$ cat config.mk
export PLATFORM = sky130hd
export DESIGN_NAME = rpcd_front
export DESIGN_NICKNAME = d
export VERILOG_FILES = /design/src/design/rpcd_pkg.sv /design/src/design/rpcd_front.sv
export SDC_FILE = /design/constraint.sdc
export NUM_CORES = 1
export LEC_CHECK = 0
export BUFFER_PORTS_ARGS = -buffer_cell sky130_fd_sc_hd__buf_2
export CORE_UTILIZATION = 45
export DETAILED_ROUTE_END_ITERATION = 16
export HOLD_SLACK_MARGIN = 0.06
export MAX_ROUTING_LAYER = met4
export PLACE_DENSITY_LB_ADDON = 0.12
export SKIP_CTS_REPAIR_TIMING = 1
export SLEW_MARGIN = 20
export SYNTH_ARGS = -nofsm -noshare
export SYNTH_HDL_FRONTEND = slang
export SYNTH_SLANG_ARGS = --single-unit
export TNS_END_PERCENT = 1
$ cat constraint.sdc
create_clock -name clk -period 7 [get_ports clk]
set_input_delay 1.4 -clock clk [delete_from_list [all_inputs] [get_ports clk]]
set_output_delay 1.4 -clock clk [all_outputs]
set_load 0.03 [all_outputs]
$ cat src/design/rpcd_pkg.sv
// Shared constants, types and colour-correction functions for the pixel chain driver.
package rpcd_pkg;

	localparam int NUM_PIXELS = 256;
	localparam int PIX_AW     = (NUM_PIXELS > 1) ? $clog2(NUM_PIXELS) : 1;
	localparam int CNT_W      = $clog2(NUM_PIXELS + 1);
	localparam int TIMER_W    = 20;

	localparam logic [4:0] MSB_POS = 5'd23;

	// Operation codes; the unused code behaves as a plain tick
	localparam logic [1:0] OP_TICK  = 2'd0;
	localparam logic [1:0] OP_WRITE = 2'd1;
	localparam logic [1:0] OP_LATCH = 2'd2;

	// Configuration register indexes
	localparam logic [2:0] CFG_GAIN_RED   = 3'd0;
	localparam logic [2:0] CFG_GAIN_GREEN = 3'd1;
	localparam logic [2:0] CFG_GAIN_BLUE  = 3'd2;
	localparam logic [2:0] CFG_ONE_HIGH   = 3'd3;
	localparam logic [2:0] CFG_ONE_LOW    = 3'd4;
	localparam logic [2:0] CFG_ZERO_HIGH  = 3'd5;
	localparam logic [2:0] CFG_ZERO_LOW   = 3'd6;
	localparam logic [2:0] CFG_GAP        = 3'd7;

	typedef enum logic [3:0] {
		PH_IDLE = 4'b0001,
		PH_HIGH = 4'b0010,
		PH_LOW  = 4'b0100,
		PH_GAP  = 4'b1000
	} phase_t;

	typedef struct packed {
		logic [7:0] red;
		logic [7:0] green;
		logic [7:0] blue;
	} gain_t;

	typedef struct packed {
		logic [15:0] one_high;
		logic [15:0] one_low;
		logic [15:0] zero_high;
		logic [15:0] zero_low;
		logic [19:0] gap;
	} timing_t;

	typedef struct packed {
		logic [15:0] red;
		logic [15:0] green;
		logic [15:0] blue;
	} prod_t;

	typedef struct packed {
		logic              en;
		logic [PIX_AW-1:0] addr;
		logic [23:0]       colour;
		logic [23:0]       corr;
	} pix_wr_t;

	typedef struct packed {
		logic [1:0]  operation;
		logic [7:0]  pixel_index;
		logic [23:0] colour;
		logic [23:0] corr;
		logic [15:0] frame_count;
	} item_t;

	// Per-channel gain products of an RRGGBB colour
	function automatic prod_t gain_mul(logic [23:0] c, gain_t g);
		prod_t p;
		p.red   = {8'd0, g.red}   * {8'd0, c[23:16]};
		p.green = {8'd0, g.green} * {8'd0, c[15:8]};
		p.blue  = {8'd0, g.blue}  * {8'd0, c[7:0]};
		return p;
	endfunction

	// Exact floor(x / 255) for products of two bytes
	function automatic logic [7:0] div255(logic [15:0] x);
		logic [16:0] s;
		s = {1'b0, x} + 17'd1 + {9'd0, x[15:8]};
		return s[15:8];
	endfunction

	// Corrected word in line order: green, red, blue
	function automatic logic [23:0] grb_word(prod_t p);
		return {div255(p.green), div255(p.red), div255(p.blue)};
	endfunction

	function automatic logic [TIMER_W-1:0] at_least_one16(logic [15:0] v);
		return (v == 16'd0) ? TIMER_W'(1) : TIMER_W'(v);
	endfunction

	function automatic logic [TIMER_W-1:0] at_least_one20(logic [19:0] v);
		return (v == 20'd0) ? TIMER_W'(1) : TIMER_W'(v);
	endfunction

endpackage

$ cat src/design/rpcd_front.sv
// Input register and colour-correction stages in front of the serializer.
module rpcd_front import rpcd_pkg::*; (
	input  logic        clk,
	input  logic        arst_n,
	input  logic        in_valid,
	output logic        in_ready,
	input  logic [1:0]  operation,
	input  logic [7:0]  pixel_index,
	input  logic [23:0] colour,
	input  logic [15:0] frame_count,
	input  gain_t       gains,
	output logic        item_valid,
	input  logic        item_ready,
	output item_t       item
);

	logic  v_s1, v_s2, v_s3;
	logic  rdy1, rdy2, rdy3;
	item_t item_s1, item_s2, item_s3;
	prod_t prod_s2;

	assign rdy3     = !v_s3 || item_ready;
	assign rdy2     = !v_s2 || rdy3;
	assign rdy1     = !v_s1 || rdy2;
	assign in_ready = rdy1;

	always_ff @(posedge clk or negedge arst_n) begin
		if (!arst_n) begin
			v_s1 <= 1'b0;
			v_s2 <= 1'b0;
			v_s3 <= 1'b0;
		end else begin
			if (rdy1) v_s1 <= in_valid;
			if (rdy2) v_s2 <= v_s1;
			if (rdy3) v_s3 <= v_s2;
		end
	end

	always_ff @(posedge clk) begin
		if (in_valid && rdy1) begin
			item_s1.operation   <= operation;
			item_s1.pixel_index <= pixel_index;
			item_s1.colour      <= colour;
			item_s1.corr        <= 24'd0;
			item_s1.frame_count <= frame_count;
		end
		if (v_s1 && rdy2) begin
			item_s2 <= item_s1;
			prod_s2 <= gain_mul(item_s1.colour, gains);
		end
		if (v_s2 && rdy3) begin
			item_s3.operation   <= item_s2.operation;
			item_s3.pixel_index <= item_s2.pixel_index;
			item_s3.colour      <= item_s2.colour;
			item_s3.corr        <= grb_word(prod_s2);
			item_s3.frame_count <= item_s2.frame_count;
		end
	end

	assign item_valid = v_s3;
	assign item       = item_s3;

endmodule

Word level (Yosys, flattened, before mapping). Index checks and enable logic that the tools add are counted.

Flip-flop bits (word level): 225. Latch bits: 0. RAM bits: 0. ROM bits: 0. Bits of input ports: 78. Output and inout port bits: 76. Logic and storage cells: 37. Memories: 0.

Add/subtract/negate cells: 6. Multiply operators: 3. Divide/modulo/power cells: 0. $lt $le $gt $ge: 0. Equal/unequal tests: 0. Shifts and indexed selects: 0. Multiplexer cells: 0. Bitwise gates (word level): 0. Reduce and logical (&&, ||, !) cells: 9.

Operator list (number): 16-bit by 1-bit adder with 16-bit output (second input constant) (3); 16-bit by 8-bit adder with 16-bit output (3); 8-bit by 8-bit multiplier with 16-bit output (3); 1-bit logical AND (3); 1-bit logical NOT (3); 1-bit logical OR (3).

Logic depth before layout (Yosys ltp).
Depth after elaboration: 5. Gate-level depth with buffers: 16. Depth with buffers taken out: 16.

Worst setup path after synthesis. OpenSTA, ideal clock, no wires.

Path type: in2reg. Start: input port gains[0] in the netlist's numbering. End: register prod_s2[15] in the netlist's numbering, data pin. Library setup time: 260 ps. Arrival time: 4868 ps. Path slack: 1873 ps. Cell stages on the path: 15. Buffers on the path: 0. Path through: nand2_1 fa_1 fa_1 inv_1 fa_1 inv_1 fa_1 inv_1 ha_1 o21ai_0 a31o_2 nand2_1 a211o_1 a21oi_1 xnor2_1.

Word-level cells in the longest chain between the ends: 1.

Ends and longest elaborated chain: from (decl) (RTL line rpcd_front.sv:11) `input gain_t gains,`; 8-bit by 8-bit multiplier with 16-bit output (RTL line rpcd_pkg.sv:73) `p.blue = {8'd0, g.blue} * {8'd0, c[7:0]};`; to (signal assigned) (RTL line rpcd_front.sv:49) `prod_s2 <= gain_mul(item_s1.colour, gains);`; to (decl) (RTL line rpcd_front.sv:20) `prod_t prod_s2;`.

No other way between the ends. A chain may end at the register's enable or synchronous reset.

Worst setup path after layout. Ends and elaborated chain as after synthesis.

==> metrics.md <==
| Metric | Value |
|---|---|
| Worst hold margin | approximately 410 ps |
| Die Ht | 177 um |
| Post-Synthesis Cells | between 1000 and 1500 |
| Max Clk Rate | 202 MHz |
| Drt wl/cell | around 15 um |
| DPL Wire Length | around 19000 um |
| Synth top area cells | edfxtp_1 48%, fa_1 16%, ha_1 12% |
| Arr. time, crit path | roughly 5200 ps |
| Pin count of the biggest net entering global routing | 75 |
| Die W | 177 um |
| Number of global-route vias before repair | between 8000 and 9000 |
| Hold Crit Class | reg -> reg |
| Async set-reset flop share out of synthesis | between 1 and 1.5% |
| TritonCTS Sinks | 225 |
| Mean Syn Cell Area | around 13 um2 |
| Unrepaired setup endpoints after global routing | false |
| WS Path Type | in -> reg |
| Relative slew slack | 51.5% |
| ANT nets after route | 0 |
| Most area-hungry cell type in the Yosys netlist | edfxtp_1 |
| Initial Utilization | between 40 and 50% |
| Final TNS setup | 0 ps |
| Dpl cells | 1602 |
| Clock Skews | approximately 15 ps |
| Sequential element share of the synthesized area | about 49% |
| R2r worst-path depth | 15 |
| GRT Total Usage | between 10% and 20% |
| NumNets Final | 1555 |
| Antenna violations before repair | 3 |
| Clk_lat worst skew | around 530 ps |
| Worst Setup SP | gains[0] |
| Final setup viols | 0 |
| CTS tree | yes |
| Worst-path clk slew | about 60 ps |
| Max H-tree Level | 1 |
| Top FF cell, synth | edfxtp_1 |
| Buffers on Ports | around 150 |
| Pwr/cell area | 332 mW/mm2 |
| Final Hold Fails | 0 |
| Critical Path Fanout Max | 8 |
| Most common cell in the netlist | edfxtp_1 |
| CP endpoint | prod_s2[15] |
| Routability Congestion | between 0.8 and 0.9 |
| Period utilization | 70.7% |
| DR vias | 8064 |
| Initial DRC Count | roughly 330 |
| Max Slew Vio Count | 0 |
| Area fraction of the dominant cell type after synthesis | between 40% and 50% |
| Synth-to-Final Area Change | 15.3% |
| Post-Layout Cell Count | ~1700 |
| Cell variety after synth | 40 |
| Core Footprint | between 0.02 and 0.03 mm2 |
| Total congestion overflow | 0 |
| Peak supply drop | 0.199 mV |
| Drt first pass iters | 4 |
| Layout cells sized above 1 | 16.6% |
| Routed Wire Length | 25400 um |
| #FFs+latches synth | around 230 |
| Leak | about 7.1 nW |
| Die area | 0.0315 mm2 |
| Clock Path Buffers | 3 |
| EDFF count, synth | 222 |
| IO Pins | 154 |
| Clock root buffer | clkbuf_16 |
| Fin util | between 50% and 60% |
| Site Rows | 63 |
| Status | complete, no violations |
| Synth top cells by count | 222 x edfxtp_1, 169 x and2_1, 158 x inv_1 |
| R2r endpoint | prod_s2[15] |
| DRC | 0 |
| Mapped cell area | approximately 0.014 mm2 |
| Synthesized Nets | 1372 |
| Required @ worst endpoint | roughly 7300 ps |
| Period minus WS final | ~5000 ps |
| Actual slew at the worst max-slew pin | roughly 730 ps |
| RR Startpoint | item_s1[47] |
| Vias per inst | 4.88 |
| Yosys warns | 0 |
| Critical Path Sink Type | register |
| TritonCTS buffer count | 25 |
| R2r setup slk | ~2500 ps |
| First-pass GRT wire length | between 40000 and 50000 um |
| Max cap viols | 0 |
| CP Launch Type | input pin |
[layout by cell type (no fill, tap or decap), types with 13 or more instances in the layout]
| master | n |
|---|---|
| xnor2_1 | 39 |
| ha_1 | 129 |
| nor2_1 | 30 |
| fa_1 | 108 |
| xor2_1 | 17 |
| clkbuf_16 | 25 |
| inv_1 | 158 |
| a21oi_1 | 22 |
| and2_1 | 166 |
| buf_2 | 153 |
| edfxtp_1 | 222 |
| nand2_1 | 54 |
| a21o_1 | 13 |
[worst max-delay path, stage by stage]
cell     delay, ps
buf_2          140
nand2_1         90
fa_1           530
fa_1           550
inv_1           60
fa_1           530
inv_1           50
fa_1           530
inv_1           40
ha_1           320
o21ai_0        230
a31o_2         160
nand2_1         90
a211o_1        260
a21oi_1        170
xnor2_1         90
[power by group]
part	switching [W]	internal, W	total [W]
sequential	0.000146	0.00186	0.00201
clock	0.000517	0.000754	0.00127
combinational	0.00116	0.000849	0.00201
[registers in the layout (all words and copies together) (netlist names)]
| name | count |
|---|---|
| item_s2 | 50 |
| prod_s2 | 48 |
| item_valid | 1 |
| item_s1 | 50 |
| item | 74 |
| v_s2 | 1 |
| v_s1 | 1 |
[worst min path at each step]
stage | slack (ps) | cells after the start | start | to
3_3_place_gp | 400 | 0 | item_s1[0] | item_s2[0]
2_1_floorplan | 400 | 0 | item_s2[0] | item[0]
4_1_cts | 420 | 0 | item_s1[5] | item_s2[5]
6_report | 410 | 0 | item_s1[3] | item_s2[3]
3_5_place_dp | 400 | 0 | item_s2[1] | item[1]
5_1_grt | 420 | 0 | item_s1[9] | item_s2[9]
[cell families after synthesis]
logic type	Yosys count	synth area share, %
simple gates	295	11.8
fa+ha+maj	237	27.3
flops	225	48.7
buf+inv	158	4.28
compound gates	86	4.43
xor+xnor	56	3.54
[layer usage]
metal / track usage, % / vias to the layer above / routed length [um]
met3: 3.53 / 27 / 1310
met2: 30.7 / 144 / 12700
met5: - / - / 0
met1: 21.3 / 3955 / 11100
met4: 3.24 / 0 / 301
li1: - / 3938 / -
[cell type report]
cell class                      instances  area, um2
Fill cell                            2637      14000
Sequential cell                       225       6740
Multi-Input combinational cell        674       6520
Timing Repair Buffer                  156        808
Clock buffer                           33        676
Inverter                              158        593
Tap cell                              390        488
Clock inverter                         12        125
Antenna cell                            4       10.0
[through the flow]
| step | area (um2) | worst slack [ps] | total power, W |
|---|---|---|---|
| after CTS | 15900 | 2080 | 0.00537 |
| after global routing | 16000 | 1850 | 0.00572 |
| after global placement | 15100 | 1550 | 0.00403 |
| after detailed placement | 15100 | 1510 | 0.00406 |
| final | 16000 | 2050 | 0.00529 |
| after floorplan | 13800 | 1870 | 0.00358 |
Note: power is estimated with default switching activity, not from simulation.
