### src/design/rpcd_pkg.sv
// Shared constants, types and colour-correction functions for the pixel chain driver.
package rpcd_pkg;

	localparam int NUM_PIXELS = 256;
	localparam int PIX_AW     = (NUM_PIXELS > 1) ? $clog2(NUM_PIXELS) : 1;
	localparam int CNT_W      = $clog2(NUM_PIXELS + 1);
	localparam int TIMER_W    = 20;

	localparam logic [4:0] MSB_POS = 5'd23;

	// Operation codes; the unused code behaves as a plain tick
	localparam logic [1:0] OP_TICK  = 2'd0;
	localparam logic [1:0] OP_WRITE = 2'd1;
	localparam logic [1:0] OP_LATCH = 2'd2;

	// Configuration register indexes
	localparam logic [2:0] CFG_GAIN_RED   = 3'd0;
	localparam logic [2:0] CFG_GAIN_GREEN = 3'd1;
	localparam logic [2:0] CFG_GAIN_BLUE  = 3'd2;
	localparam logic [2:0] CFG_ONE_HIGH   = 3'd3;
	localparam logic [2:0] CFG_ONE_LOW    = 3'd4;
	localparam logic [2:0] CFG_ZERO_HIGH  = 3'd5;
	localparam logic [2:0] CFG_ZERO_LOW   = 3'd6;
	localparam logic [2:0] CFG_GAP        = 3'd7;

	typedef enum logic [3:0] {
		PH_IDLE = 4'b0001,
		PH_HIGH = 4'b0010,
		PH_LOW  = 4'b0100,
		PH_GAP  = 4'b1000
	} phase_t;

	typedef struct packed {
		logic [7:0] red;
		logic [7:0] green;
		logic [7:0] blue;
	} gain_t;

	typedef struct packed {
		logic [15:0] one_high;
		logic [15:0] one_low;
		logic [15:0] zero_high;
		logic [15:0] zero_low;
		logic [19:0] gap;
	} timing_t;

	typedef struct packed {
		logic [15:0] red;
		logic [15:0] green;
		logic [15:0] blue;
	} prod_t;

	typedef struct packed {
		logic              en;
		logic [PIX_AW-1:0] addr;
		logic [23:0]       colour;
		logic [23:0]       corr;
	} pix_wr_t;

	typedef struct packed {
		logic [1:0]  operation;
		logic [7:0]  pixel_index;
		logic [23:0] colour;
		logic [23:0] corr;
		logic [15:0] frame_count;
	} item_t;

	// Per-channel gain products of an RRGGBB colour
	function automatic prod_t gain_mul(logic [23:0] c, gain_t g);
		prod_t p;
		p.red   = {8'd0, g.red}   * {8'd0, c[23:16]};
		p.green = {8'd0, g.green} * {8'd0, c[15:8]};
		p.blue  = {8'd0, g.blue}  * {8'd0, c[7:0]};
		return p;
	endfunction

	// Exact floor(x / 255) for products of two bytes
	function automatic logic [7:0] div255(logic [15:0] x);
		logic [16:0] s;
		s = {1'b0, x} + 17'd1 + {9'd0, x[15:8]};
		return s[15:8];
	endfunction

	// Corrected word in line order: green, red, blue
	function automatic logic [23:0] grb_word(prod_t p);
		return {div255(p.green), div255(p.red), div255(p.blue)};
	endfunction

	function automatic logic [TIMER_W-1:0] at_least_one16(logic [15:0] v);
		return (v == 16'd0) ? TIMER_W'(1) : TIMER_W'(v);
	endfunction

	function automatic logic [TIMER_W-1:0] at_least_one20(logic [19:0] v);
		return (v == 20'd0) ? TIMER_W'(1) : TIMER_W'(v);
	endfunction

endpackage

### src/design/rpcd_serial.sv
// Send sequencer and result register: phase timing, bit walk and frame pointer.
module rpcd_serial import rpcd_pkg::*; (
	input  logic             clk,
	input  logic             arst_n,
	input  logic             item_valid,
	output logic             item_ready,
	input  item_t            item,
	input  timing_t          timing,
	input  logic [23:0]      first_word,
	input  logic [23:0]      next_word,
	output pix_wr_t          wr,
	output logic [CNT_W-1:0] ptr,
	output logic             out_valid,
	input  logic             out_ready,
	output logic             line_level,
	output logic             busy_res,
	output logic             ignored
);

	phase_t             phase_q, phase_a, phase_n;
	logic [TIMER_W-1:0] timer_q, timer_a, timer_n, timer_dec;
	logic [4:0]         bitpos_q, bit_a, bit_n, bit_dn;
	logic [23:0]        word_q, word_a, word_n;
	logic [CNT_W-1:0]   ptr_q, ptr_a, ptr_n, ptr_inc;
	logic [CNT_W-1:0]   cnt_q, cnt_a, cnt_n, cnt_clamp;
	logic               out_valid_q, line_level_q, busy_res_q, ignored_q;
	logic               take, fire, busy0, is_req, dropped, level, busy;
	logic               cur_bit, nxt_bit, idx_ok;

	assign take       = !out_valid_q || out_ready;
	assign item_ready = take;
	assign fire       = item_valid && take;

	assign cnt_clamp = (item.frame_count > 16'(NUM_PIXELS)) ? CNT_W'(NUM_PIXELS)
	                                                       : item.frame_count[CNT_W-1:0];
	assign idx_ok    = 32'(item.pixel_index) < NUM_PIXELS;

	always_comb begin
		phase_a = phase_q;
		timer_a = timer_q;
		bit_a   = bitpos_q;
		word_a  = word_q;
		ptr_a   = ptr_q;
		cnt_a   = cnt_q;
		busy0   = phase_q != PH_IDLE;
		is_req  = (item.operation == OP_WRITE) || (item.operation == OP_LATCH);
		dropped = is_req && busy0;

		wr.en     = 1'b0;
		wr.addr   = PIX_AW'(item.pixel_index);
		wr.colour = item.colour;
		wr.corr   = item.corr;

		if (!busy0 && item.operation == OP_WRITE && idx_ok) begin
			wr.en = fire;
		end

		if (!busy0 && item.operation == OP_LATCH) begin
			cnt_a = cnt_clamp;
			ptr_a = '0;
			if (cnt_clamp != '0) begin
				word_a  = first_word;
				bit_a   = MSB_POS;
				phase_a = PH_HIGH;
				timer_a = first_word[23] ? at_least_one16(timing.one_high)
				                         : at_least_one16(timing.zero_high);
			end else begin
				phase_a = PH_GAP;
				timer_a = at_least_one20(timing.gap);
			end
		end

		level = phase_a == PH_HIGH;
		busy  = phase_a != PH_IDLE;

		timer_dec = (timer_a != '0) ? timer_a - TIMER_W'(1) : '0;
		bit_dn    = bit_a - 5'd1;
		cur_bit   = word_a[bit_a];
		nxt_bit   = word_a[bit_dn];
		ptr_inc   = ptr_a + CNT_W'(1);

		phase_n = phase_a;
		timer_n = timer_a;
		bit_n   = bit_a;
		word_n  = word_a;
		ptr_n   = ptr_a;
		cnt_n   = cnt_a;

		if (busy) begin
			timer_n = timer_dec;
			if (timer_dec == '0) begin
				unique case (phase_a)
					PH_HIGH: begin
						phase_n = PH_LOW;
						timer_n = cur_bit ? at_least_one16(timing.one_low)
						                  : at_least_one16(timing.zero_low);
					end
					PH_LOW: begin
						if (bit_a != 5'd0) begin
							bit_n   = bit_dn;
							phase_n = PH_HIGH;
							timer_n = nxt_bit ? at_least_one16(timing.one_high)
							                  : at_least_one16(timing.zero_high);
						end else begin
							ptr_n = ptr_inc;
							if (ptr_inc < cnt_a) begin
								word_n  = next_word;
								bit_n   = MSB_POS;
								phase_n = PH_HIGH;
								timer_n = next_word[23] ? at_least_one16(timing.one_high)
								                        : at_least_one16(timing.zero_high);
							end else begin
								phase_n = PH_GAP;
								timer_n = at_least_one20(timing.gap);
							end
						end
					end
					PH_GAP: begin
						phase_n = PH_IDLE;
						timer_n = '0;
					end
					default: begin
						phase_n = PH_IDLE;
						timer_n = '0;
					end
				endcase
			end
		end
	end

	always_ff @(posedge clk or negedge arst_n) begin
		if (!arst_n) begin
			phase_q     <= PH_IDLE;
			timer_q     <= '0;
			bitpos_q    <= 5'd0;
			word_q      <= 24'd0;
			ptr_q       <= '0;
			cnt_q       <= '0;
			out_valid_q <= 1'b0;
		end else begin
			if (take) out_valid_q <= item_valid;
			if (fire) begin
				phase_q  <= phase_n;
				timer_q  <= timer_n;
				bitpos_q <= bit_n;
				word_q   <= word_n;
				ptr_q    <= ptr_n;
				cnt_q    <= cnt_n;
			end
		end
	end

	always_ff @(posedge clk) begin
		if (fire) begin
			line_level_q <= level;
			busy_res_q   <= busy;
			ignored_q    <= dropped;
		end
	end

	assign ptr        = ptr_q;
	assign out_valid  = out_valid_q;
	assign line_level = line_level_q;
	assign busy_res   = busy_res_q;
	assign ignored    = ignored_q;

	a_timer_live: assert property (@(posedge clk) disable iff (!arst_n)
		phase_q != PH_IDLE |-> timer_q != '0)
		else $error("phase timer empty while sending");

	a_ptr_range: assert property (@(posedge clk) disable iff (!arst_n)
		(phase_q == PH_HIGH || phase_q == PH_LOW) |-> ptr_q < cnt_q)
		else $error("pixel pointer past frame length while sending bits");

	a_bit_range: assert property (@(posedge clk) disable iff (!arst_n)
		bitpos_q <= MSB_POS)
		else $error("bit position outside word");

	a_write_idle: assert property (@(posedge clk) disable iff (!arst_n)
		wr.en |-> phase_q == PH_IDLE)
		else $error("buffer written while sending");

	a_drop_busy: assert property (@(posedge clk) disable iff (!arst_n)
		out_valid_q && (ignored_q || line_level_q) |-> busy_res_q)
		else $error("dropped request or high line reported while not busy");

endmodule

### config.mk
export PLATFORM = sky130hd
export DESIGN_NAME = rpcd_serial
export DESIGN_NICKNAME = d
export VERILOG_FILES = /design/src/design/rpcd_pkg.sv /design/src/design/rpcd_serial.sv
export SDC_FILE = /design/constraint.sdc
export NUM_CORES = 1
export LEC_CHECK = 0
export ABC_AREA = 1
export BUFFER_PORTS_ARGS = -buffer_cell sky130_fd_sc_hd__buf_4
export CORE_MARGIN = 1.5
export CORE_UTILIZATION = 49
export DETAILED_ROUTE_END_ITERATION = 16
export GPL_TIMING_DRIVEN = 0
export MAX_ROUTING_LAYER = met4
export PLACE_DENSITY_LB_ADDON = 0.25
export REMOVE_ABC_BUFFERS = 1
export SYNTH_ARGS = -nofsm -noshare
export SYNTH_HDL_FRONTEND = slang
export SYNTH_SLANG_ARGS = --single-unit
### constraint.sdc
create_clock -name clk -period 4.45 [get_ports clk]
set_input_delay 0.89 -clock clk [delete_from_list [all_inputs] [get_ports clk]]
set_output_delay 0.89 -clock clk [all_outputs]
set_load 0.01 [all_outputs]
; After elaboration in Yosys (flattened, before gate mapping)
; Index checks and enable logic that the tools add are counted.
[classes]
add_sub_neg = 3
n_mul = 0
div = 0
n_lt_le_gt_ge = 4
n_eq_ne = 6
n_shift = 0
n_mux = 50
bitwise_logic = 0
reduce_logical = 17
[op_table]
columns = operator, n
row1 = 20-bit 2-to-1 mux, 10
row2 = 24-bit 2-to-1 mux, 7
row3 = 16-bit 2-to-1 mux, 6
row4 = 16-bit logical NOT, 4
row5 = 9-bit 2-to-1 mux, 7
row6 = 20-bit logical NOT, 2
row7 = 20-bit one-hot mux with 2 select lines, 1
row8 = 5-bit 2-to-1 mux, 7
row9 = 4-bit 2-to-1 mux, 6
row10 = 20-bit nonzero test, 1
row11 = "20-bit by 1-bit subtractor with 20-bit output, second input constant", 1
row12 = "16-bit by 9-bit > comparator with 1-bit output, second input constant", 1
row13 = "5-bit by 6-bit less-than comparator with 1-bit output, second input constant", 2
row14 = 1-bit binary-select mux with 5-bit select, 2
row15 = "9-bit by 1-bit adder with 9-bit output, second input constant", 1
row16 = 9-bit less-than comparator, 1
row17 = 9-bit nonzero test, 1
row18 = "4-bit by 1-bit inequality test with 1-bit output, second input constant", 2
row19 = 4-bit one-hot mux with 2 select lines, 1
row20 = 5-bit nonzero test, 1
row21 = "5-bit by 1-bit subtractor with 5-bit output, second input constant", 1
row22 = "4-bit by 2-bit equality test with 1-bit output, second input constant", 1
row23 = "4-bit by 3-bit equality test with 1-bit output, second input constant", 1
row24 = 1-bit logical AND, 4
row25 = 5 further kinds, 9
[totals]
regBits = 75
latch_bits = 0
ramBits = 0
rom_bits = 0
inputBits = 210
out_inout_bits = 71
wordCells = 90
n_memories = 0

; Depth between registers and ports, before layout
; Gate-level depths: netlist of the first run.
[logic_depth]
word_depth = 13
ltp_mapped = 31
depth_no_buf = 27

; Worst setup path after synthesis of the first run
; OpenSTA, ideal clock, no wires.
[synth_path]
path_type = input to register
startpoint = in item[72] in the netlist's numbering
endpoint = reg word_q[1]
setup_time_ns = 0.117
arrival_ns = 4.672
t_required_ns = 4.333
setup_slack_ns = -0.340
path_stages = 29
path_buffers = 4
path_cell_list = inv_1 -> ha_1 -> nand2_2 -> buf_2 -> buf_2 -> nand2_1 -> inv_1 -> ha_1 -> nor3b_1 -> nand3_1 -> nor3_1 -> xnor2_1 -> ha_1 -> a21oi_1 -> o21ai_0 -> a21oi_1 -> nand2_1 -> inv_1 -> clkbuf_1 -> clkbuf_1 -> o21ai_0 -> nand2_1 -> o21ai_0 -> nand2_1 -> o21ai_0 -> nand2_1 -> o21ai_0 -> nand2_1 -> nand2_1
[synth_between]
elab_chain_len = 10
elab_cells_between_ends = 22
classes_between = 2 x add/sub / 1 x order compare / 3 x eq/ne / 12 x mux / 4 x reduce/logical
[synth_lines]
columns = element, line_no
row1 = from (decl), rpcd_serial.sv:7  ; input item_t item,
row2 = 2-bit equality test *, rpcd_serial.sv:58  ; if (!busy0 && item.operation == OP_LATCH) begin
row3 = 1-bit logical AND *, rpcd_serial.sv:58
row4 = 9-bit 2-to-1 mux, rpcd_serial.sv:58
row5 = 9-bit by 1-bit adder with 9-bit output, rpcd_serial.sv:80  ; ptr_inc = ptr_a + CNT_W'(1);
row6 = 9-bit less-than comparator, rpcd_serial.sv:106  ; if (ptr_inc < cnt_a) begin
row7 = 24-bit 2-to-1 mux, rpcd_serial.sv:106
row8 = 24-bit 2-to-1 mux, rpcd_serial.sv:99  ; if (bit_a != 5'd0) begin
row9 = 24-bit 2-to-1 mux, rpcd_serial.sv:92  ; unique case (phase_a)
row10 = 24-bit 2-to-1 mux, rpcd_serial.sv:91  ; if (timer_dec == '0) begin
row11 = 24-bit 2-to-1 mux *, rpcd_serial.sv:89  ; if (busy) begin
row12 = to (signal assigned), rpcd_serial.sv:146  ; word_q <= word_n;
row13 = to (decl), rpcd_serial.sv:23  ; logic [23:0] word_q, word_a, word_n;
; Mark *: on every way between the ends. The rest lies on a longest branch, timed or not.
; A chain may end at the register's enable or synchronous reset.

; Worst setup path in the final report of the first run
[layout_path]
startpoint = in item[0] in the netlist's numbering
endpoint = reg timer_q[7]
[layout_between]
elab_chain_len = 13
elab_cells_between_ends = 33
classes_between = 2 x add/sub / 2 x order compare / 3 x eq/ne / 22 x mux / 4 x reduce/logical
[layout_lines]
columns = element, line_no
row1 = 16-bit by 9-bit > comparator with 1-bit output, rpcd_serial.sv:34  ; assign cnt_clamp = (item.frame_count > 16'(NUM_PIXELS)) ? CNT_W'(NUM_PIXELS)
row2 = 9-bit 2-to-1 mux *, rpcd_serial.sv:34
row3 = 9-bit nonzero test, rpcd_serial.sv:61  ; if (cnt_clamp != '0) begin
row4 = 5-bit 2-to-1 mux, rpcd_serial.sv:61
row5 = 5-bit 2-to-1 mux, rpcd_serial.sv:58
row6 = 5-bit by 1-bit subtractor with 5-bit output, rpcd_serial.sv:77  ; bit_dn = bit_a - 5'd1;
row7 = 1-bit binary-select mux with 5-bit select, rpcd_serial.sv:79  ; nxt_bit = word_a[bit_dn];
row8 = 1-bit 2-to-1 mux (not written as such), rpcd_serial.sv:79
row9 = 20-bit 2-to-1 mux, rpcd_serial.sv:102  ; timer_n = nxt_bit ? at_least_one16(timing.one_high)
row10 = 20-bit 2-to-1 mux, rpcd_serial.sv:99
row11 = 20-bit one-hot mux with 2 select lines, rpcd_serial.sv:92
row12 = 20-bit 2-to-1 mux, rpcd_serial.sv:91
row13 = 20-bit 2-to-1 mux *, rpcd_serial.sv:89
row14 = to (signal assigned), rpcd_serial.sv:144  ; timer_q <= timer_n;
row15 = to (decl), rpcd_serial.sv:21  ; logic [TIMER_W-1:0] timer_q, timer_a, timer_n, timer_dec;
; Mark *: on every way between the ends. The rest lies on a longest branch, timed or not. The select of a mux whose other input is x is not followed.

==> impl_metrics.json, run 1 <==
{
  "hold_path.class": "register to register",
  "placed_cell_area_um2": 10430,
  "synth-edff-count": 3,
  "irDropWorstVdd_uv": 345.6,
  "die_width_um": 142.9,
  "cp_max_fo": 24,
  "holdWs_ns": 0.4765,
  "synthSimpleGateAreaFrac_pct": 45.95,
  "timing_worst_setup_path_type": "primary input to register",
  "nets": 2071,
  "drv_slew": 0,
  "ys_async_sr_fraction_pct": 96.00,
  "vias_per_cell": 5.947,
  "overflow": 0,
  "grt_max_degree": 81,
  "drc": 0,
  "clockBufferDepth": 2,
  "period_share_pct": 97.69,
  "cts_sinks": 75,
  "vias": 12570,
  "fin_worst_skew_ns": 0.01025,
  "synthXorXnorAreaFrac_pct": 1.096,
  "ys_seq_elements": 75,
  "synth_top_family_by_area": "simple AND/OR/NAND/NOR gates",
  "dieArea_um2": 20430,
  "finalHoldViolCount": 0,
  "yosysSeqAreaShare_pct": 19.73,
  "synth.mux.area_fraction_pct": 0.2087,
  "clk_latency_ns": 0.35,
  "netlist_instances": 1738,
  "wire_per_inst_um": 19.86,
  "htreeDepth": 3,
  "synth_top_area_share_pct": 24.65,
  "rsz0062_at_grt": "yes",
  "core_um2": 18960,
  "syn_area_per_cell_um2": 5.520,
  "period_needed_ns": 4.347,
  "synth_compound_area_share_pct": 15.03,
  "fmax_mhz": 230.0,
  "drtIter0Drc": 1655,
  "synth_area_leader_cell": "nand2_1",
  "netlist_top_cells_count": "nand2_1, o21ai_0, nand3_1",
  "status": "completed",
  "dr.pass1.iters": 6,
  "required_ns": 4.74,
  "synth_area_leaders": "nand2_1, dfrtp_1, o21ai_0, nand3_1, inv_1",
  "final_layout_size_suffix_gt1_share_pct": 18.83,
  "grt_antenna_before_repair": 0,
  "num_rows": 50,
  "cp-end-kind": "register",
  "yosys.area_share.adder_pct": 1.696,
  "pin_count": 281,
  "yosys_warnings": 0,
  "synth_cell_types": 47,
  "setup_viol": 0,
  "place_congestion": 0.9761,
  "initial_utilization_pct": 50.61,
  "antenna_cells": 0,
  "synth_area_um2": 9593,
  "final_area_um2": 11700,
  "cts_made_buffers": 9,
  "relSlewSlack_pct": 26.92,
  "track_usage_pct": 41.23,
  "routed_wl_um": 41960,
  "hpwl_um": 26890,
  "clkSlewWorstSetupHoldPaths_ns": 0.06,
  "cts-root-buf": "clkbuf_16",
  "cts_hold_buf": 0,
  "port_buffers": 168,
  "detail-route-antenna-nets": 0,
  "critPathLaunchType": "primary input",
  "dieHeight_um": 142.9,
  "grt_pass1_wl_um": 62490,
  "cts_tree": "done",
  "power_density_nw_per_um2": 557.6,
  "grt_pass1_vias": 11080,
  "cap_violations": 0,
  "cp.arrival_ns": 4.64,
  "worst_pin_slew_ns": 1.093,
  "cellLeakagePower_nw": 6.058,
  "synth_most_common_cell": "nand2_1",
  "syn_to_final_growth_pct": 21.99,
  "synth_flop_cell": "dfrtp_1"
}
## cells in the final DEF, fill, tap and decap left out, types with 10 or more instances in the layout
master / instances
nor2_1: 102
nor2_2: 13
dfrtp_1: 71
a21oi_1: 36
nand2_1: 617
nand3_2: 18
buf_4: 213
o21ai_0: 186
nand3_1: 175
nand4_1: 40
inv_1: 175
o21ai_1: 26
clkinvlp_4: 10
## kinds of logic after synthesis
group,Yosys count
fa+ha+maj,13
compound gates,275
mux,2
xor+xnor,12
buf+inv,331
simple gates,1030
flops,75
## flip-flops by register name, indices dropped and copies added (netlist names)
register and count:
word_q 24, timer_q 20, cnt_q 9, ptr 9
bitpos_q 5, phase_q 4, busy_res 1, ignored 1
line_level 1, out_valid 1
## path summary, 6_finish.rpt
check | from | cells after the start | slack [ns] | end
worst min register to register | timer_q[12] | 2 | 0.48 | timer_q[12]
min in group asynchronous | arst_n | 1 | 0.71 | cnt_q[4]
worst max register to register | phase_q[0] | 23 | 0.17 | timer_q[7]
worst max-delay path | item[0] | 24 | 0.10 | timer_q[7]
worst min-delay path | timer_q[12] | 2 | 0.48 | timer_q[12]
max in group asynchronous | arst_n | 1 | 3.08 | word_q[6]
## per-stage QoR
stage / power (mW) / TNS [ns] / setup slack (ns) / std cells / utilization (%)
2_1_floorplan: 3.803 / -113.78 / -2.674 / 1598 / -
3_3_place_gp: 4.850 / -350.67 / -7.523 / 2026 / 54.53
3_5_place_dp: 4.916 / -241.48 / -4.359 / 2033 / 55.02
4_1_cts: 6.109 / 0 / 0.02088 / 2092 / 59.97
5_1_grt: 6.994 / -0.3057 / -0.04602 / 2113 / 61.74
6_report: 6.525 / 0 / 0.1026 / 2113 / 61.74
## metal layers
| metal | global-route usage, % | share of wire, % | vias to the layer above |
|---|---|---|---|
| met5 | - | 0 | - |
| met4 | 16.44 | 4.3 | 0 |
| met3 | 16.77 | 15 | 153 |
| met2 | 57.56 | 41 | 887 |
| met1 | 52.56 | 39 | 5724 |
| li1 | - | - | 5802 |
## what timing repair did
action | 4_1_cts | 5_1_grt
pin swaps | 16 | 16
resized for setup | 61 | 41
hold endpoints to repair | 0 | 0
endpoints found under the setup margin | 62 | 61
cloned | 16 | 3
setup buffers | 27 | 18
## worst max-delay path: stages
cell and delay, ns:
buf_4 0.12, nor2_2 0.12, nand2_1 0.11, o21ai_4 0.19, nand3_4 0.21, nand2_8 0.26, nand2_8 0.18, nor2_1 0.18
nor2_1 0.12, nor2_1 0.15, nand2_1 0.11, nor2_4 0.25, nand3_4 0.20, nand3_2 0.18, nand3_1 0.10, nor2_2 0.19
nand3_4 0.18, nor2_4 0.19, buf_4 0.15, buf_12 0.16, nand2_1 0.13, nand3_1 0.09, nand2_1 0.07, nand2_1 0.06
## power breakdown
group	internal [mW]	leakage (nW)	switching (mW)
clock network	0.468	0.146	0.327
logic	1.49	4.96	3.16
registers	0.923	0.955	0.154
total	2.88	6.06	3.64
## area by class of cell
| class | instances | area, µm² |
|---|---|---|
| Clock buffer | 13 | 260.3 |
| Clock inverter | 3 | 46.29 |
| Fill cell | 1877 | 7253 |
| Inverter | 191 | 743.2 |
| Multi-Input combinational cell | 1344 | 6660 |
| Sequential cell | 75 | 1893 |
| Tap cell | 260 | 325.3 |
| Timing Repair Buffer | 221 | 1732 |
| Timing Repair inverter | 6 | 42.54 |
(Power assumes the default switching activity.)
==> run 2: changes to the inputs <==
--- a/config.mk
+++ b/config.mk
@@ -5,10 +5,9 @@
 export SDC_FILE = /design/constraint.sdc
 export NUM_CORES = 1
 export LEC_CHECK = 0
-export ABC_AREA = 1
-export BUFFER_PORTS_ARGS = -buffer_cell sky130_fd_sc_hd__buf_4
+export BUFFER_PORTS_ARGS = -buffer_cell sky130_fd_sc_hd__buf_2
 export CORE_MARGIN = 1.5
-export CORE_UTILIZATION = 49
+export CORE_UTILIZATION = 46
 export DETAILED_ROUTE_END_ITERATION = 16
 export GPL_TIMING_DRIVEN = 0
 export MAX_ROUTING_LAYER = met4
==> run 2 against run 1 <==
  * The flow now finishes with violations (setup timing)
  * Critical path depth down 7
  * Area after synthesis down 21%
  * Hold slack worse by 0.067 ns
  * Sequential power down 26%
  * Combinational power down 84%
  * Clock power down 6.2%
  * Non-clock buffer count up 16
  * Global-route usage down 5.6 points
  * Critical path type unchanged
==> impl_metrics.json, run 2 <==
{
  "routed_wl_um": 32010,
  "period_needed_ns": 4.508,
  "power_density_nw_per_um2": 239.3,
  "cts-root-buf": "clkbuf_16",
  "synth_top_family_by_area": "simple AND/OR/NAND/NOR gates",
  "grt_max_degree": 56,
  "grt_antenna_before_repair": 0,
  "violations": "setup timing",
  "required_ns": 4.68,
  "clockBufferDepth": 2,
  "timing.final.ws_setup_ns": -0.05832,
  "finalPower_mw": 2.298,
  "vias": 8477,
  "final_common_cell": "buf_2",
  "place_congestion": 0.9305,
  "setup_viol": 6,
  "rr_startpoint": "phase_q[3]",
  "syn_area_per_cell_um2": 8.308,
  "critPathLaunchType": "primary input",
  "drv_slew": 0,
  "die_width_um": 131.5,
  "cts_tree": "done",
  "synth_compound_area_share_pct": 22.19,
  "top_regs": "word_q x24, timer_q x20",
  "ys_seq_elements": 75,
  "drc": 0,
  "synth_most_common_cell": "nand2_1",
  "synthSimpleGateAreaFrac_pct": 22.62,
  "synthXorXnorAreaFrac_pct": 2.884,
  "wire_per_inst_um": 25.16,
  "rsz0062_at_grt": "yes",
  "finalHoldViolCount": 0,
  "cts_sinks": 75,
  "yosys.area_share.adder_pct": 2.142,
  "yosysSeqAreaShare_pct": 24.93,
  "cap_violations": 0,
  "fmax_mhz": 221.8,
  "dieHeight_um": 131.5,
  "synth_area_leaders": "dfrtp_1, mux2i_1, buf_4, nand2_1, a21oi_1",
  "regMostFlops": "word_q",
  "holdWs_ns": 0.4093,
  "grt_pass1_vias": 7652,
  "nets": 1274,
  "final_util_pct": 60.00,
  "ys_async_sr_fraction_pct": 96.00,
  "clkSlewWorstSetupHoldPaths_ns": 0.07,
  "synth_flop_cell": "dfrtp_1",
  "cp.arrival_ns": 4.74,
  "synth-edff-count": 3,
  "dr.pass1.iters": 5,
  "initial_utilization_pct": 47.46,
  "cp-end-kind": "register",
  "antenna_cells": 0,
  "hold_path.class": "primary input to async pin",
  "synth.mux.area_fraction_pct": 14.70,
  "cts_hold_buf": 0,
  "worst_pin_slew_ns": 1.111,
  "synth_area_leader_cell": "dfrtp_1",
  "clk_latency_ns": 0.35,
  "drtIter0Drc": 1217,
  "fin_worst_skew_ns": 0.01243,
  "period_share_pct": 101.3,
  "vias_per_cell": 6.664,
  "cts_made_buffers": 9,
  "htreeDepth": 3,
  "synth_area_um2": 7594,
  "synth_cell_types": 80,
  "netlist_top_cells_count": "nand2_1, dfrtp_1, mux2i_1",
  "grt_pass1_wl_um": 46350,
  "detail-route-antenna-nets": 0,
  "cellLeakagePower_nw": 3.840,
  "pin_count": 281,
  "irDropWorstVdd_uv": 206.1,
  "track_usage_pct": 35.64,
  "timing_worst_setup_path_type": "primary input to register",
  "netlist_instances": 914,
  "synth_top_area_share_pct": 23.40,
  "relSlewSlack_pct": 25.93,
  "status": "finished, violations left",
  "overflow": 0,
  "layout_common_cells": "buf_2, nand2_1, dfrtp_1",
  "cp_max_fo": 6,
  "startpoint": "item[10]",
  "hpwl_um": 20960,
  "port_buffers": 168,
  "num_rows": 46,
  "final_layout_size_suffix_gt1_share_pct": 35.89,
  "syn_to_final_growth_pct": 26.43,
  "largest_reg_flops": 24,
  "yosys_warnings": 0,
  "dieArea_um2": 17290,
  "core_um2": 16000
}
run 2: worst max-delay path, stage by stage:
cell and delay (ns):
buf_2 0.11, nor4_1 0.32, and4_4 0.31, buf_12 0.14, buf_12 0.13, mux2i_4 0.09, a21oi_2 0.17, ha_4 0.18
o21ai_4 0.07, nor4_4 0.33, nand4_2 0.23, nor4_2 0.30, o22ai_2 0.16, nor4_4 0.37, o21a_4 0.31, nand4_4 0.24
o221a_4 0.38
run 2: logic make-up (layout without fill, tap and decap cells):
kind of cell | Yosys count | in the layout
compound gates | 230 | 231
xor+xnor | 25 | 25
fa+ha+maj | 13 | 13
buf+inv | 133 | 266
flops | 75 | 75
mux | 100 | 100
simple gates | 338 | 346
run 2: timing repair:
action | CTS | global route
pin swaps | 24 | 29
buffers inserted | 33 | 28
setup endpoints to repair | 64 | 62
gates cloned | 9 | 3
resized for setup | 55 | 50
endpoints found under the hold margin | 0 | 0
run 2: report_power, final:
group,internal (mW),switching [mW]
clock network,0.434,0.311
registers,0.748,0.0540
logic,0.322,0.428
run 2: through the flow:
| stage | TNS, ns | setup slack, ns | std cells | area (µm²) |
|---|---|---|---|---|
| after CTS | 0 | 0.01171 | 1243 | 9017 |
| after detailed placement | -225.94 | -4.009 | 1185 | 8107 |
| after global placement | -288.80 | -4.924 | 1178 | 7954 |
| after floorplan | -132.64 | -2.415 | 794 | 6843 |
| after global routing | -1.250 | -0.1085 | 1272 | 9600 |
| final | -0.2369 | -0.05832 | 1272 | 9600 |
run 2: final cells by class:
| cell class | count | area (µm²) |
|---|---|---|
| Clock buffer | 11 | 232.7 |
| Clock inverter | 5 | 56.30 |
| Fill cell | 1417 | 6400 |
| Inverter | 13 | 50.05 |
| Multi-Input combinational cell | 715 | 5527 |
| Sequential cell | 75 | 1896 |
| Tap cell | 216 | 270.3 |
| Timing Repair Buffer | 237 | 1569 |
run 2: per-layer routing:
| layer | up-vias | track usage, % | wire (µm) |
|---|---|---|---|
| li1 | 3669 | - | - |
| met1 | 4102 | 45.38 | 12630 |
| met2 | 620 | 49.65 | 13530 |
| met3 | 86 | 19.10 | 4990 |
| met4 | 0 | 7.654 | 851 |
| met5 | - | - | 0 |
run 2: worst paths after layout:
| check | endpoint | depth (start not counted) | slack, ns |
|---|---|---|---|
| max | word_q[0] | 17 | -0.06 |
| min | word_q[11] | 1 | 0.41 |
| max reg2reg | word_q[0] | 17 | -0.01 |
| min reg2reg | cnt_q[1] | 2 | 0.49 |
| max in group asynchronous | phase_q[0] | 2 | 3.42 |
| min in group clk | cnt_q[1] | 2 | 0.49 |
==> run 3: changes to the inputs <==
--- a/config.mk
+++ b/config.mk
@@ -16,3 +16,4 @@
 export SYNTH_ARGS = -nofsm -noshare
 export SYNTH_HDL_FRONTEND = slang
 export SYNTH_SLANG_ARGS = --single-unit
+export TNS_END_PERCENT = 10
==> run 3 against run 2 <==
  * The run still ends with setup timing left
  * Combinational power hardly changed
  * Cell count is 0.63% higher
  * Hold slack worse by 0.0019 ns
  * Non-clock buffer count is 8 higher
  * Fmax is 0.30% lower
  * Clock power hardly changed
  * Register-to-register slack worse by 0.06 ns
==> impl_metrics.json, run 3 (synthesis gave the netlist of run 2 again) <==
{
  "antenna_cells": 0,
  "num_rows": 46,
  "clockBufferDepth": 2,
  "dieArea_um2": 17290,
  "fin_worst_skew_ns": 0.01046,
  "crit_buf_inv": 3,
  "hold_path.class": "primary input to async pin",
  "die_width_um": 131.5,
  "placed_cell_area_um2": 8107,
  "cts_tree": "done",
  "drc": 0,
  "cp.arrival_ns": 4.76,
  "r2r-end": "word_q[0]",
  "clk_latency_ns": 0.35,
  "critPathLaunchType": "register",
  "regMostFlops": "word_q",
  "cts_made_buffers": 9,
  "detail-route-antenna-nets": 0,
  "grt_pass1_vias": 7624,
  "cts_hold_buf": 0,
  "timing_worst_setup_path_type": "register to register",
  "initial_utilization_pct": 47.46,
  "routed_wl_um": 32100,
  "crit_path_cell_trace": "nor4b_4, buf_4, buf_6, buf_4, nand2_4, a21oi_1, ha_4, o21ai_4, nor4_4, nand4_2, nor4_2, o22ai_2, nor4_4, o21a_4, nand4_4, o221a_4",
  "required_ns": 4.68,
  "status": "finished, violations left",
  "worstRegToRegCells": 16,
  "period_share_pct": 101.6,
  "period_needed_ns": 4.522,
  "dieHeight_um": 131.5,
  "rsz0062_at_grt": "yes",
  "setup_viol": 8,
  "finalHoldViolCount": 0,
  "power_density_nw_per_um2": 236.6,
  "timing.final.ws_setup_ns": -0.07205,
  "largest_reg_flops": 24,
  "clkSlewWorstSetupHoldPaths_ns": 0.06,
  "dr.pass1.iters": 6,
  "overflow": 0,
  "port_buffers": 168,
  "wire_per_inst_um": 25.07,
  "core_um2": 16000,
  "cp_max_fo": 16,
  "worst_pin_slew_ns": 1.118,
  "slowest_delay_ns": 0.57,
  "cpMaxStageDelayCell": "dfstp_2",
  "final_common_cell": "buf_2",
  "rr_startpoint": "phase_q[0]",
  "cellLeakagePower_nw": 3.874,
  "drtIter0Drc": 1244,
  "cap_violations": 0,
  "violations": "setup timing",
  "rrSetupSlack_ns": -0.07,
  "pin_count": 281,
  "cp_num_cells": 16,
  "place_congestion": 0.9305,
  "grt_antenna_before_repair": 0,
  "cts_sinks": 75,
  "relSlewSlack_pct": 25.47,
  "fmax_mhz": 221.1,
  "final_util_pct": 60.74,
  "syn_to_final_growth_pct": 27.99,
  "grt_pass1_wl_um": 46070,
  "final_layout_size_suffix_gt1_share_pct": 37.03,
  "irDropWorstVdd_uv": 206.0,
  "vias_per_cell": 6.621,
  "track_usage_pct": 35.46,
  "drv_slew": 0,
  "vias": 8475,
  "startpoint": "phase_q[0]",
  "final_area_um2": 9719,
  "htreeDepth": 3,
  "crit_family": "simple AND/OR/NAND/NOR gates",
  "cp-end-kind": "register",
  "nets": 1282,
  "hpwl_um": 20960,
  "grt_max_degree": 56,
  "cts-root-buf": "clkbuf_16",
  "top_regs": "word_q x24, timer_q x20",
  "layout_common_cells": "buf_2, nand2_1, mux2i_1, dfrtp_1, a21oi_1",
  "worst_setup_path_endpoint": "word_q[0]"
}
## run 3: cell types whose count changed in the layout (fill, tap and decap cells not counted), sizes merged
cell,before,now
buf,234,241
clkbuf,14,15
## run 3: metrics by stage
stage                     std cells  power (mW)  worst slack (ns)  setup TNS (ns)  hold WS, ns
after floorplan                 794       1.185            -2.415         -132.64       0.4496
after global placement         1178       1.401            -4.924         -288.80       0.4654
after detailed placement       1185       1.416            -4.009         -225.94       0.4761
after CTS                      1238       2.192         -0.005812       -0.006961       0.4159
after global routing           1280       2.382           -0.1470          -2.891       0.4251
final                          1280       2.299          -0.07205         -0.3137       0.4074
## run 3: repair_timing
item,4_1_cts,5_1_grt
endpoints found under the setup margin,64,62
gates resized for setup,57,59
setup buffers,28,40
cloned,9,3
pin swaps,23,29
## run 3: cell type report
type / count / area [µm²]
Multi-Input combinational cell: 715 / 5593
Clock inverter: 5 / 56.30
Sequential cell: 75 / 1897
Clock buffer: 11 / 232.7
Inverter: 13 / 50.05
Tap cell: 216 / 270.3
Fill cell: 1402 / 6281
Timing Repair Buffer: 245 / 1620
## run 3: how the worst min path moves through the flow
| stage | endpoint | slack (ns) | depth (start not counted) |
|---|---|---|---|
| floorplan | cnt_q[0] | 0.45 | 2 |
| global placement | cnt_q[3] | 0.47 | 2 |
| detailed placement | cnt_q[5] | 0.48 | 2 |
| CTS | word_q[11] | 0.42 | 1 |
| global route | word_q[11] | 0.43 | 1 |
| finish | word_q[11] | 0.41 | 1 |
## run 3: power by group
part           switching (mW)  internal (mW)  leakage [nW]
clock network           0.311          0.434         0.139
logic                   0.431          0.321          2.79
registers              0.0535          0.748         0.948
total                   0.795           1.50          3.87
## run 3: per-layer routing
metal,global-route usage (%),part of all wire (%),up-vias,wire [µm]
met4,8.333,2.9,0,924
met3,19.37,16,82,5051
met2,48.92,42,625,13560
met1,45.04,39,4085,12560
met5,-,0,-,0
li1,-,-,3683,-
